`src/rtl/pngce_pkg.sv`:
```
// Package with the types, codes and constants of the PNG chunk envelope checker.
`default_nettype none
package pngce_pkg;

	typedef enum logic [2:0] {
		PH_SIG  = 3'd0,
		PH_HEAD = 3'd1,
		PH_SKIP = 3'd2,
		PH_DONE = 3'd3,
		PH_ERR  = 3'd4
	} phase_t;

	localparam logic [2:0] ST_OK        = 3'd0;
	localparam logic [2:0] ST_BAD_SIG   = 3'd1;
	localparam logic [2:0] ST_TRUNC_ENV = 3'd2;
	localparam logic [2:0] ST_TOO_MANY  = 3'd3;
	localparam logic [2:0] ST_TRUNC_PAY = 3'd4;
	localparam logic [2:0] ST_IEND_BAD  = 3'd5;
	localparam logic [2:0] ST_IEND_MISS = 3'd6;

	localparam logic [31:0] MAX_CHUNKS_RESET = 32'd1024;
	localparam logic [31:0] TAG_IEND = {8'h49, 8'h45, 8'h4E, 8'h44};

	localparam logic [2:0] SIG_LAST_POS  = 3'd7;
	localparam logic [3:0] HDR_LEN_END   = 4'd4;
	localparam logic [3:0] HDR_TAG_END   = 4'd8;
	localparam logic [3:0] HDR_LAST_POS  = 4'd11;

	typedef struct packed {
		logic [7:0] data;
		logic       last;
	} byte_item_t;

	typedef struct packed {
		logic [2:0]  status;
		logic [31:0] chunk_count;
	} result_t;

	function automatic logic [7:0] sig_byte(input logic [2:0] idx);
		logic [7:0] b;
		case (idx)
			3'd0: b = 8'h89;
			3'd1: b = 8'h50;
			3'd2: b = 8'h4E;
			3'd3: b = 8'h47;
			3'd4: b = 8'h0D;
			3'd5: b = 8'h0A;
			3'd6: b = 8'h1A;
			3'd7: b = 8'h0A;
			default: b = 8'h00;
		endcase
		return b;
	endfunction

endpackage
`default_nettype wire

```
`src/rtl/pngce_parser.sv`:
```
// Chunk envelope parser: stream state, limit register and status decision.
`default_nettype none
module pngce_parser
	import pngce_pkg::*;
(
	input  wire logic        clk,
	input  wire logic        arst_n,
	input  wire logic        cfg_we,
	input  wire logic [31:0] cfg_wdata,
	input  wire logic        take,
	input  wire byte_item_t  item,
	output result_t          res
);

	logic [31:0] max_chunks_q;
	phase_t      phase_q, phase_n;
	logic [3:0]  hpos_q, hpos_n;
	logic [31:0] len_q, len_n;
	logic [31:0] tag_q, tag_n;
	logic [31:0] skip_q, skip_n;
	logic [31:0] seen_q, seen_n;
	logic [2:0]  err_q, err_n;
	logic        finish;
	logic [31:0] seen_inc;

	assign seen_inc = (seen_q == '1) ? seen_q : seen_q + 32'd1;

	always_comb begin
		phase_n = phase_q;
		hpos_n  = hpos_q;
		len_n   = len_q;
		tag_n   = tag_q;
		skip_n  = skip_q;
		seen_n  = seen_q;
		err_n   = err_q;
		finish  = 1'b0;
		case (phase_q)
			PH_SIG: begin
				if (item.data != sig_byte(hpos_q[2:0])) begin
					err_n   = ST_BAD_SIG;
					phase_n = PH_ERR;
				end else if (hpos_q[2:0] == SIG_LAST_POS) begin
					phase_n = PH_HEAD;
					hpos_n  = '0;
				end else begin
					hpos_n = hpos_q + 4'd1;
				end
			end
			PH_HEAD: begin
				if (hpos_q < HDR_LEN_END) begin
					len_n = {len_q[23:0], item.data};
				end else if (hpos_q < HDR_TAG_END) begin
					tag_n = {tag_q[23:0], item.data};
				end
				hpos_n = hpos_q + 4'd1;
				if (hpos_q == HDR_LAST_POS) begin
					seen_n = seen_inc;
					if (seen_q >= max_chunks_q) begin
						err_n   = ST_TOO_MANY;
						phase_n = PH_ERR;
					end else if (len_q == '0) begin
						finish = 1'b1;
					end else begin
						skip_n  = len_q;
						phase_n = PH_SKIP;
					end
				end
			end
			PH_SKIP: begin
				skip_n = skip_q - 32'd1;
				if (skip_q == 32'd1) begin
					finish = 1'b1;
				end
			end
			PH_DONE: begin
				err_n   = ST_IEND_BAD;
				phase_n = PH_ERR;
			end
			default: begin
			end
		endcase

		if (finish) begin
			if (tag_q == TAG_IEND) begin
				if (len_q != '0) begin
					err_n   = ST_IEND_BAD;
					phase_n = PH_ERR;
				end else begin
					phase_n = PH_DONE;
				end
			end else begin
				phase_n = PH_HEAD;
				hpos_n  = '0;
				len_n   = '0;
				tag_n   = '0;
			end
		end

		res.chunk_count = seen_n;
		case (phase_n)
			PH_SIG:  res.status = ST_BAD_SIG;
			PH_HEAD: res.status = (hpos_n == '0) ? ST_IEND_MISS : ST_TRUNC_ENV;
			PH_SKIP: res.status = ST_TRUNC_PAY;
			PH_DONE: res.status = ST_OK;
			default: res.status = err_n;
		endcase
	end

	always_ff @(posedge clk or negedge arst_n) begin
		if (!arst_n) begin
			max_chunks_q <= MAX_CHUNKS_RESET;
		end else if (cfg_we) begin
			max_chunks_q <= cfg_wdata;
		end
	end

	always_ff @(posedge clk or negedge arst_n) begin
		if (!arst_n) begin
			phase_q <= PH_SIG;
			hpos_q  <= '0;
			len_q   <= '0;
			tag_q   <= '0;
			skip_q  <= '0;
			seen_q  <= '0;
			err_q   <= ST_OK;
		end else if (take) begin
			if (item.last) begin
				phase_q <= PH_SIG;
				hpos_q  <= '0;
				len_q   <= '0;
				tag_q   <= '0;
				skip_q  <= '0;
				seen_q  <= '0;
				err_q   <= ST_OK;
			end else begin
				phase_q <= phase_n;
				hpos_q  <= hpos_n;
				len_q   <= len_n;
				tag_q   <= tag_n;
				skip_q  <= skip_n;
				seen_q  <= seen_n;
				err_q   <= err_n;
			end
		end
	end

endmodule
`default_nettype wire

```
`config.mk`:
```
export PLATFORM = sky130hd
export DESIGN_NAME = pngce_parser
export DESIGN_NICKNAME = d
export VERILOG_FILES = /design/src/rtl/pngce_pkg.sv /design/src/rtl/pngce_parser.sv
export SDC_FILE = /design/constraint.sdc
export NUM_CORES = 1
export LEC_CHECK = 0
export BUFFER_PORTS_ARGS = -buffer_cell sky130_fd_sc_hd__clkbuf_2
export CAP_MARGIN = 10
export CORE_ASPECT_RATIO = 1.25
export CORE_MARGIN = 5
export CORE_UTILIZATION = 45
export CTS_CLUSTER_DIAMETER = 100
export CTS_CLUSTER_SIZE = 16
export DETAILED_ROUTE_END_ITERATION = 8
export SLEW_MARGIN = 10
export SYNTH_ARGS = -nofsm -noshare
export SYNTH_HDL_FRONTEND = slang
export SYNTH_SLANG_ARGS = --single-unit
export TNS_END_PERCENT = 50
```
`constraint.sdc`:
```
create_clock -name clk -period 10.3 [get_ports clk]
set_input_delay 2.06 -clock clk [delete_from_list [all_inputs] [get_ports clk]]
set_output_delay 2.06 -clock clk [all_outputs]
set_load 0.02 [all_outputs]
```
==> flow_summary.yaml, run 1 <==
die:
  fp.coreArea_sq_um: 20740
  dieHeight_um: 171.9
  die_x_um: 139.5
  row_count: 59
  initial_core_util: 0.4550
  io_pins: 80
  die_area_sq_um: 23990
synth:
  yosys-top-cells-area: "dfrtp_1 (45%), o21ai_0 (7.7%), a22o_1 (6.7%), ha_1 (5.3%), nand2_1 (4.6%)"
  yosys_warnings: 0
  yosysTopAreaCell: "dfrtp_1"
  synth-edff-count: 0
  synth_seq_cells: 170
  synth-seq-area-share: 0.4508
  syn_area_sq_um: 9439
  ys_types: 72
  async_reset_ff_frac: 1.000
  yosys.area.top_type_share: 0.4480
  synthesis.nets: 1119
  ys.flop_type: "dfrtp_1"
  syn_inst: 1034
  syn_area_per_cell_sq_um: 9.129
timing:
  setup_viol: 0
  finalCriticalPeriod_ns: 6.626
  slew_viol_final: 0
  slew_headroom: 0.1671
  fin_ws_ns: 3.674
  skew_ns: 0.01367
  rsz0062_at_grt: "false"
  max_freq_ghz: 0.1509
  post-route-period-util: 0.6433
  finalHoldViolations: 0
  finalSetupTns_ns: 0
  tightest_slew_ns: 1.249
clock_tree:
  clkLatencyLatePin_ns: 0.44
  root_buffer: "clkbuf_16"
  post_cts_buffers: 0
  h-tree-depth: 4
  clk_pin_slew_ns: 0.07
  cts_sinks: 170
  cts_resized: 0
  clk_path_buf_depth: 2
  cts_hold_buffers: 0
  cts_tree: "done"
  cts_buffers: 17
setup_path:
  critical_path_class: "in2out"
  cp_max_fo: 9
  cpLargestDelayFamily: "compound AO/OA/AOI/OAI gates"
  cp-start-kind: "input port"
  cp-end-kind: "primary output"
  path_cells: "clkbuf_2 -> nand2_1 -> a2bb2oi_1 -> a2111oi_0 -> o21ai_1 -> a21o_1 -> a22oi_1 -> o211ai_1 -> a211o_1 -> a32oi_1 -> clkbuf_2"
  required_ns: 8.24
  cpMaxStageDelayCell: "a2111oi_0"
  crit_buf_inv: 2
  arrival_ns: 4.57
  cpMostUsedCell: "clkbuf_2"
  critical-path-max-stage-delay_ns: 0.41
power:
  sw_frac_of_total: 0.2892
  combPwrFrac: 0.109
  ir_worst_vdd_mv: 0.1081
  p_clk_frac: 0.425
  pwr-share-seq: 0.466
  powerDensity_nw_per_um2: 141.3
  p_int_uw: 1059
  switchingPower_uw: 430.8
  p_leak_uw: 0.004923
detailed_routing:
  totalWireLength_mm: 23.83
  drc: 0
  drt-pass1-iter-count: 5
  drt_iter0_drc: 558
  vias: 7887
  routed_via_density: 5.753
  wire_per_inst_um: 17.38
  postRouteAntennaNets: 0
global_route:
  antenna_found_initial: 0
  grt.total_usage: 0.2028
  grt_pass1_wl_mm: 39.90
  grt_pass1_vias: 7620
  grt_overflow: 0
  grt_max_degree: 102
place:
  place_congestion: 0.8185
  hpwl_mm: 16.12
  io_buffer_count: 79
  pre_cts_ws_ns: 3.714
final_layout:
  diodes: 0
  multiInputGateArea_sq_um: 4730
  fin_nets: 1169
  seqCellArea_sq_um: 4255
  drive_above_1_share: 0.1285
  area_growth_pct: 11.68
  fill_cells: 1959
worst_hold_path:
  hold_class: "reg2reg"
status:
  status: "completed"
job:
  drv_cap: 0
## power by group through the flow
| stage | clock network, uW | logic [uW] | registers, uW |
|---|---|---|---|
| 4_1_cts | 647 | 164 | 694 |
| 2_1_floorplan | 0 | 107 | 704 |
| 3_3_place_gp | 0 | 163 | 707 |
| 6_report | 633 | 162 | 694 |
| 5_1_grt | 671 | 186 | 696 |
| 3_5_place_dp | 0 | 163 | 707 |
## final cells by class
| class | count | share of cell area |
|---|---|---|
| tap | 274 | 0.03252 |
| inverter | 48 | 0.01709 |
| clock buffer | 17 | 0.04036 |
| sequential | 170 | 0.4037 |
| multi-input combinational | 760 | 0.4487 |
| timing repair buffer | 87 | 0.04380 |
| clock inverter | 15 | 0.01389 |
## stage by stage
stage | hold slack (ns) | instance area [sq um] | utilization | total power (uW) | std cells
after floorplan | 0.4566 | 9439 | - | 811.1 | 1034
after global placement | 0.4789 | 9970 | 0.4806 | 869.6 | 1339
after detailed placement | 0.4779 | 9970 | 0.4806 | 870.2 | 1339
after CTS | 0.4983 | 10540 | 0.5082 | 1505 | 1371
after global routing | 0.5058 | 10540 | 0.5082 | 1553 | 1371
final | 0.4946 | 10540 | 0.5082 | 1490 | 1371
## synth_stat cells, drive strengths merged, types with 15 or more instances
cell and instances:
a21oi 57, nor2 77, xor2 16, nand3 19, and3 18, nand4 16, buf 21, ha 40
nor4 25, xnor2 19, nor3 21, dfrtp 169, a22o 72, inv 47, nand2 116, o31ai 15
o21ai 147, clkbuf 35
## cells in the final DEF, fill, tap and decap left out, types with 8 or more instances in the layout
cell | Yosys | final
nand2_1 | 115 | 115
nor2_1 | 75 | 75
and3_1 | 17 | 17
nor4_1 | 23 | 23
nor3_1 | 19 | 19
dfrtp_1 | 169 | 169
xnor2_1 | 19 | 19
clkbuf_2 | 3 | 78
o21ai_0 | 145 | 145
ha_1 | 40 | 40
buf_4 | 3 | 8
clkbuf_16 | 0 | 17
xor2_1 | 16 | 16
a21oi_1 | 56 | 56
nand3_1 | 19 | 18
a22oi_1 | 8 | 8
a22o_1 | 72 | 72
o31ai_1 | 14 | 14
inv_1 | 47 | 47
nand4_1 | 16 | 16
## layer usage
layer | track usage | vias up | part of all wire | wire [um]
met4 | 0.04888 | 0 | 0.011 | 252
met5 | 0 | - | 0 | 0
met3 | 0.03292 | 21 | 0.037 | 873
met2 | 0.3450 | 168 | 0.48 | 11560
li1 | - | 3858 | - | -
met1 | 0.2745 | 3840 | 0.47 | 11150
## flip-flops by register name, summed over array words and instances (netlist names)
| name | count |
|---|---|
| phase_q | 3 |
| len_q | 32 |
| hpos_q | 4 |
| seen_q | 32 |
| tag_q | 32 |
| max_chunks_q | 32 |
| err_q | 3 |
| skip_q | 32 |
## worst register-to-register path, stage by stage (launching register included)
cell and delay, ns:
dfrtp_1 0.51, ha_1 0.36, nand4_1 0.14, nor3_1 0.25, or4b_1 0.47, a31oi_1 0.32
or2_1 0.24, nor3b_1 0.08, o31ai_2 0.17, buf_4 0.36, or2_2 0.55, o21ai_0 0.21
## path summary, 6_finish.rpt
kind                            startpoint         end  slack [ns]  cells after the start
worst max-delay path               item[8]     res[34]        3.67                     11
worst max register to register  seen_q[13]  skip_q[22]        6.49                     11
min in group asynchronous           arst_n  skip_q[17]        1.71                      1
max in group asynchronous           arst_n  seen_q[27]        7.13                      2
worst min-delay path              err_q[2]    err_q[2]        0.49                      1
worst min register to register    err_q[2]    err_q[2]        0.49                      1
## kinds of logic (layout without fill, tap and decap cells)
family                     count (synthesis)  count (layout)  share of synthesized area
xor gates and xnor gates                  35              35                    0.03248
muxes                                      5               5                   0.005567
AOI/OAI and AO/OA                        337             337                     0.2256
and+or+nand+nor                          343             343                     0.1839
adders and majority gates                 40              40                    0.05302
DFF                                      170             170                     0.4508
buffers and inverters                    104             167                    0.04865
No activity file was read; power rests on OpenSTA's default activity.
==> inputs of run 2 (changes only) <==
- clock period: 10.3 -> 6.4 ns (I/O delays scaled with it)
==> flow_summary.yaml, run 2 (synthesis results as in run 1) <==
status:
  status: "completed"
timing:
  finalCriticalPeriod_ns: 5.098
  finalHoldViolations: 0
  slew_viol_final: 0
  tightest_slew_ns: 1.174
  skew_ns: 0.009264
  setup_viol: 0
  slew_headroom: 0.2170
  post-route-period-util: 0.7965
  rsz0062_at_grt: "false"
  finalSetupTns_ns: 0
  max_freq_ghz: 0.1962
power:
  p_clk_frac: 0.432
  pwr-share-seq: 0.459
  p_leak_uw: 0.004946
  powerDensity_nw_per_um2: 229.7
  sw_frac_of_total: 0.2824
  combPwrFrac: 0.108
  ir_worst_vdd_mv: 0.1817
  p_int_uw: 1746
  switchingPower_uw: 686.9
setup_path:
  cp-start-kind: "flop"
  cp_max_fo: 7
  cpMostUsedCell: "a211o_1"
  cp-end-kind: "primary output"
  rr_startpoint: "seen_q[13]"
  critical-path-max-stage-delay_ns: 0.46
  required_ns: 5.12
  critical_path_class: "reg2out"
  crit_start: "seen_q[21]"
  arrival_ns: 3.82
  path_cells: "ha_1 -> a21oi_1 -> o21ai_0 -> a221o_1 -> a211o_1 -> or2_1 -> or4_1 -> nor3b_1 -> a211o_1 -> a32oi_1 -> clkbuf_2"
  r2r_cells: 11
  cpMaxStageDelayCell: "or4_1"
clock_tree:
  clk_pin_slew_ns: 0.07
  clkLatencyLatePin_ns: 0.43
  h-tree-depth: 4
  cts_resized: 0
  root_buffer: "clkbuf_16"
  clk_path_buf_depth: 2
  cts_hold_buffers: 0
  cts_tree: "done"
  cts_buffers: 17
  post_cts_buffers: 0
  cts_sinks: 170
detailed_routing:
  wire_per_inst_um: 17.49
  drt_iter0_drc: 526
  postRouteAntennaNets: 0
  drc: 0
  routed_via_density: 5.720
  vias: 7853
  drt-pass1-iter-count: 6
  totalWireLength_mm: 24.02
final_layout:
  fill_cells: 1962
  seqCellArea_sq_um: 4255
  fin_nets: 1171
  diodes: 0
  multiInputGateArea_sq_um: 4732
  final_common_cell: "dfrtp_1"
  fin_util: 0.5104
  drive_above_1_share: 0.1310
  area_growth_pct: 12.17
  layout_common_cells: "dfrtp_1 (169), o21ai_0 (145), nand2_1 (115), clkbuf_2 (78), nor2_1 (75)"
job:
  drv_cap: 0
global_route:
  grt_overflow: 0
  grt-busiest-layer: "met2"
  antenna_found_initial: 0
  met3_usage: 0.03762
  grt_pass1_vias: 7788
  grtUsageMet1: 0.2710
  grt.total_usage: 0.2035
  grt_max_degree: 83
  grt_pass1_wl_mm: 40.30
  grtUsageMet2: 0.3464
place:
  place_congestion: 0.8495
  io_buffer_count: 79
  hpwl_mm: 16.26
die:
  die_x_um: 139.5
  die_area_sq_um: 23990
  row_count: 59
  io_pins: 80
  initial_core_util: 0.4550
  dieHeight_um: 171.9
  fp.coreArea_sq_um: 20740
worst_hold_path:
  hold_class: "reg2reg"
  min_path_cells: 1
  min_from: "err_q[2]"
==> run 2: worst paths after layout <==
check	to	slack [ns]
min in group asynchronous	skip_q[17]	0.87
setup / recovery	res[34]	1.30
hold / removal	err_q[2]	0.50
setup reg to reg	skip_q[19]	2.60
hold reg to reg	err_q[2]	0.50
max in group asynchronous	max_chunks_q[26]	4.34
==> run 2: final cells by class <==
class	instances	share of cell area
flip-flops and latches	170	0.4019
clock inverters	15	0.01654
multi-input cells	760	0.4469
repair buffers	89	0.04502
well taps	274	0.03238
inverters	48	0.01702
clock buffers	17	0.04018
==> run 2: stage by stage <==
step	hold slack [ns]	setup slack [ns]	total power, uW	instances	cell area (sq um)
3_3_place_gp	0.4796	1.432	1402	1341	9985
2_1_floorplan	0.4566	1.805	1305	1034	9439
6_report	0.4964	1.302	2432	1373	10590
5_1_grt	0.5059	0.9573	2544	1373	10590
3_5_place_dp	0.4779	1.422	1402	1341	9985
4_1_cts	0.4982	1.297	2467	1373	10590
==> run 2: layer usage <==
layer	vias to the layer above	part of all wire
met5	-	0
met4	0	0.012
met3	17	0.038
met2	143	0.49
met1	3825	0.46
li1	3868	-
==> run 2: critical path: cells and delay by family, from the launching register on <==
family | cells | cell delay (ns)
flops | 1 | 0.45
fa+ha+maj | 1 | 0.32
buf+inv | 1 | 0.22
simple gates | 3 | 0.96
compound gates | 6 | 1.43
==> run 2: power groups by stage <==
stage | Sequential, uW | Combinational (uW) | Clock (uW)
2_1_floorplan | 1130 | 173 | 0
3_3_place_gp | 1140 | 264 | 0
3_5_place_dp | 1140 | 265 | 0
4_1_cts | 1120 | 267 | 1080
5_1_grt | 1120 | 302 | 1120
6_report | 1120 | 264 | 1050
==> inputs of run 3 (changes only) <==
- clock period: 6.4 -> 5.2 ns (I/O delays scaled with it)
==> flow_summary.yaml, run 3 (synthesis results as in run 1) <==
status:
  status: "completed"
die:
  die_x_um: 139.5
  fp.coreArea_sq_um: 20740
  die_area_sq_um: 23990
  initial_core_util: 0.4550
  io_pins: 80
  dieHeight_um: 171.9
  row_count: 59
detailed_routing:
  vias: 7953
  drt_iter0_drc: 546
  drt-pass1-iter-count: 5
  totalWireLength_mm: 23.94
  routed_via_density: 5.788
  postRouteAntennaNets: 0
  drc: 0
  wire_per_inst_um: 17.42
setup_path:
  cp_max_fo: 7
  arrival_ns: 3.88
  crit_start: "seen_q[21]"
  critical_path_class: "reg2out"
  rr_startpoint: "seen_q[13]"
  cp-end-kind: "primary output"
  r2r_cells: 9
  critical-path-max-stage-delay_ns: 0.47
  crit_buf_inv: 1
  rrSetupSlack_ns: 1.70
  cpMostUsedCell: "a211o_1"
  required_ns: 4.16
  cpMaxStageDelayCell: "or4_1"
  cp-start-kind: "flop"
  regToRegEndpoint: "len_q[14]"
  path_cells: "ha_1 -> a21oi_1 -> o21ai_0 -> a221o_1 -> a211o_1 -> or2_1 -> or4_1 -> nor3b_1 -> a211o_1 -> a32oi_1 -> clkbuf_2"
  cpLargestDelayFamily: "compound AO/OA/AOI/OAI gates"
timing:
  max_freq_ghz: 0.2032
  tightest_slew_ns: 1.105
  finalSetupTns_ns: 0
  rsz0062_at_grt: "false"
  post-route-period-util: 0.9462
  slew_viol_final: 0
  fin_ws_ns: 0.2798
  setup_viol: 0
  finalHoldViolations: 0
  finalCriticalPeriod_ns: 4.920
  skew_ns: 0.01765
  slew_headroom: 0.2612
final_layout:
  fin_nets: 1172
  area_growth_pct: 12.29
  final_common_cell: "dfrtp_1"
  design_area_sq_um: 10600
  layout_common_cells: "dfrtp_1 (169), o21ai_0 (145), nand2_1 (115), clkbuf_2 (78), nor2_1 (75)"
  drive_above_1_share: 0.1327
  fill_cells: 1980
  diodes: 0
place:
  io_buffer_count: 79
  place_area_sq_um: 9992
  hpwl_mm: 16.40
  pre_cts_ws_ns: 0.6050
  place_congestion: 0.8450
clock_tree:
  cts_buffers: 17
  cts_sinks: 170
  root_buffer: "clkbuf_16"
  post_cts_buffers: 0
  clk_path_buf_depth: 2
  clk_pin_slew_ns: 0.08
  h-tree-depth: 4
  cts_tree: "done"
  clkLatencyLatePin_ns: 0.44
worst_hold_path:
  hold_class: "reg2reg"
  min_from: "err_q[0]"
  worst_hold_path.endpoint: "err_q[0]"
  min_path_cells: 1
global_route:
  antenna_found_initial: 0
  grt-busiest-layer: "met2"
  met3_usage: 0.03624
  grtUsageMet2: 0.3437
  grt_pass1_wl_mm: 40.10
  grt_max_degree: 98
  grt_overflow: 0
  grt_pass1_vias: 7836
  grtUsageMet1: 0.2693
  grt.total_usage: 0.2040
job:
  drv_cap: 0
power:
  fin_total_pwr_uw: 3002
  powerDensity_nw_per_um2: 283.2
  p_leak_uw: 0.004946
  ir_worst_vdd_mv: 0.2272
run 3: cell types whose count changed in the layout (fill, tap and decap cells not counted), sizes merged:
| cell | change |
|---|---|
| clkinvlp | +2 |
| inv | +2 |
| buf | +1 |
| clkinv | -4 |
run 3: layout make-up:
| type | instances | area [sq um] | area share |
|---|---|---|---|
| Inverter | 48 | 180.2 | 0.01700 |
| Clock inverter | 15 | 175.2 | 0.01653 |
| Multi-Input combinational cell | 760 | 4736 | 0.4468 |
| Sequential cell | 170 | 4255 | 0.4015 |
| Tap cell | 274 | 342.8 | 0.03235 |
| Timing Repair Buffer | 90 | 484.2 | 0.04569 |
| Clock buffer | 17 | 425.4 | 0.04014 |
run 3: per-stage QoR:
step	hold slack, ns	util	cells
floorplan	0.4566	-	1034
global placement	0.4769	0.4817	1342
detailed placement	0.4765	0.4817	1342
CTS	0.4978	0.5106	1374
global route	0.5127	0.5109	1374
finish	0.4965	0.5109	1374
run 3: worst reg2reg max path: cells and delay by family, from the launching register on:
kind,cells,cell delay [ns]
simple gates,5,1.75
compound gates,3,0.85
fa+ha+maj,1,0.35
flops,1,0.49
run 3: layer usage:
layer | up-vias | routed length, um
li1 | 3865 | -
met1 | 3847 | 10890
met2 | 211 | 11560
met3 | 30 | 1043
met4 | 0 | 444
met5 | - | 0
run 3: power by group:
part	internal [uW]	leakage [uW]	switching, uW	total, uW
logic	102	0.00234	219	321
clock network	692	0.000291	613	1310
registers	1350	0.00231	21.1	1380
total	2150	0.00495	853	3000
run 3: what timing repair did:
action,CTS,global route
gates resized for setup,0,1
hold buffers,0,0
endpoints found under the setup margin,0,1
run 3: worst max-delay path by stage:
stage                     endpoint  slack, ns  cells after the start
after floorplan            res[34]       1.09                      9
after global placement     res[34]       0.66                     11
after detailed placement   res[34]       0.61                     11
after CTS                  res[34]       0.29                     11
after global routing       res[34]      0.009                     12
final                      res[34]       0.28                     11
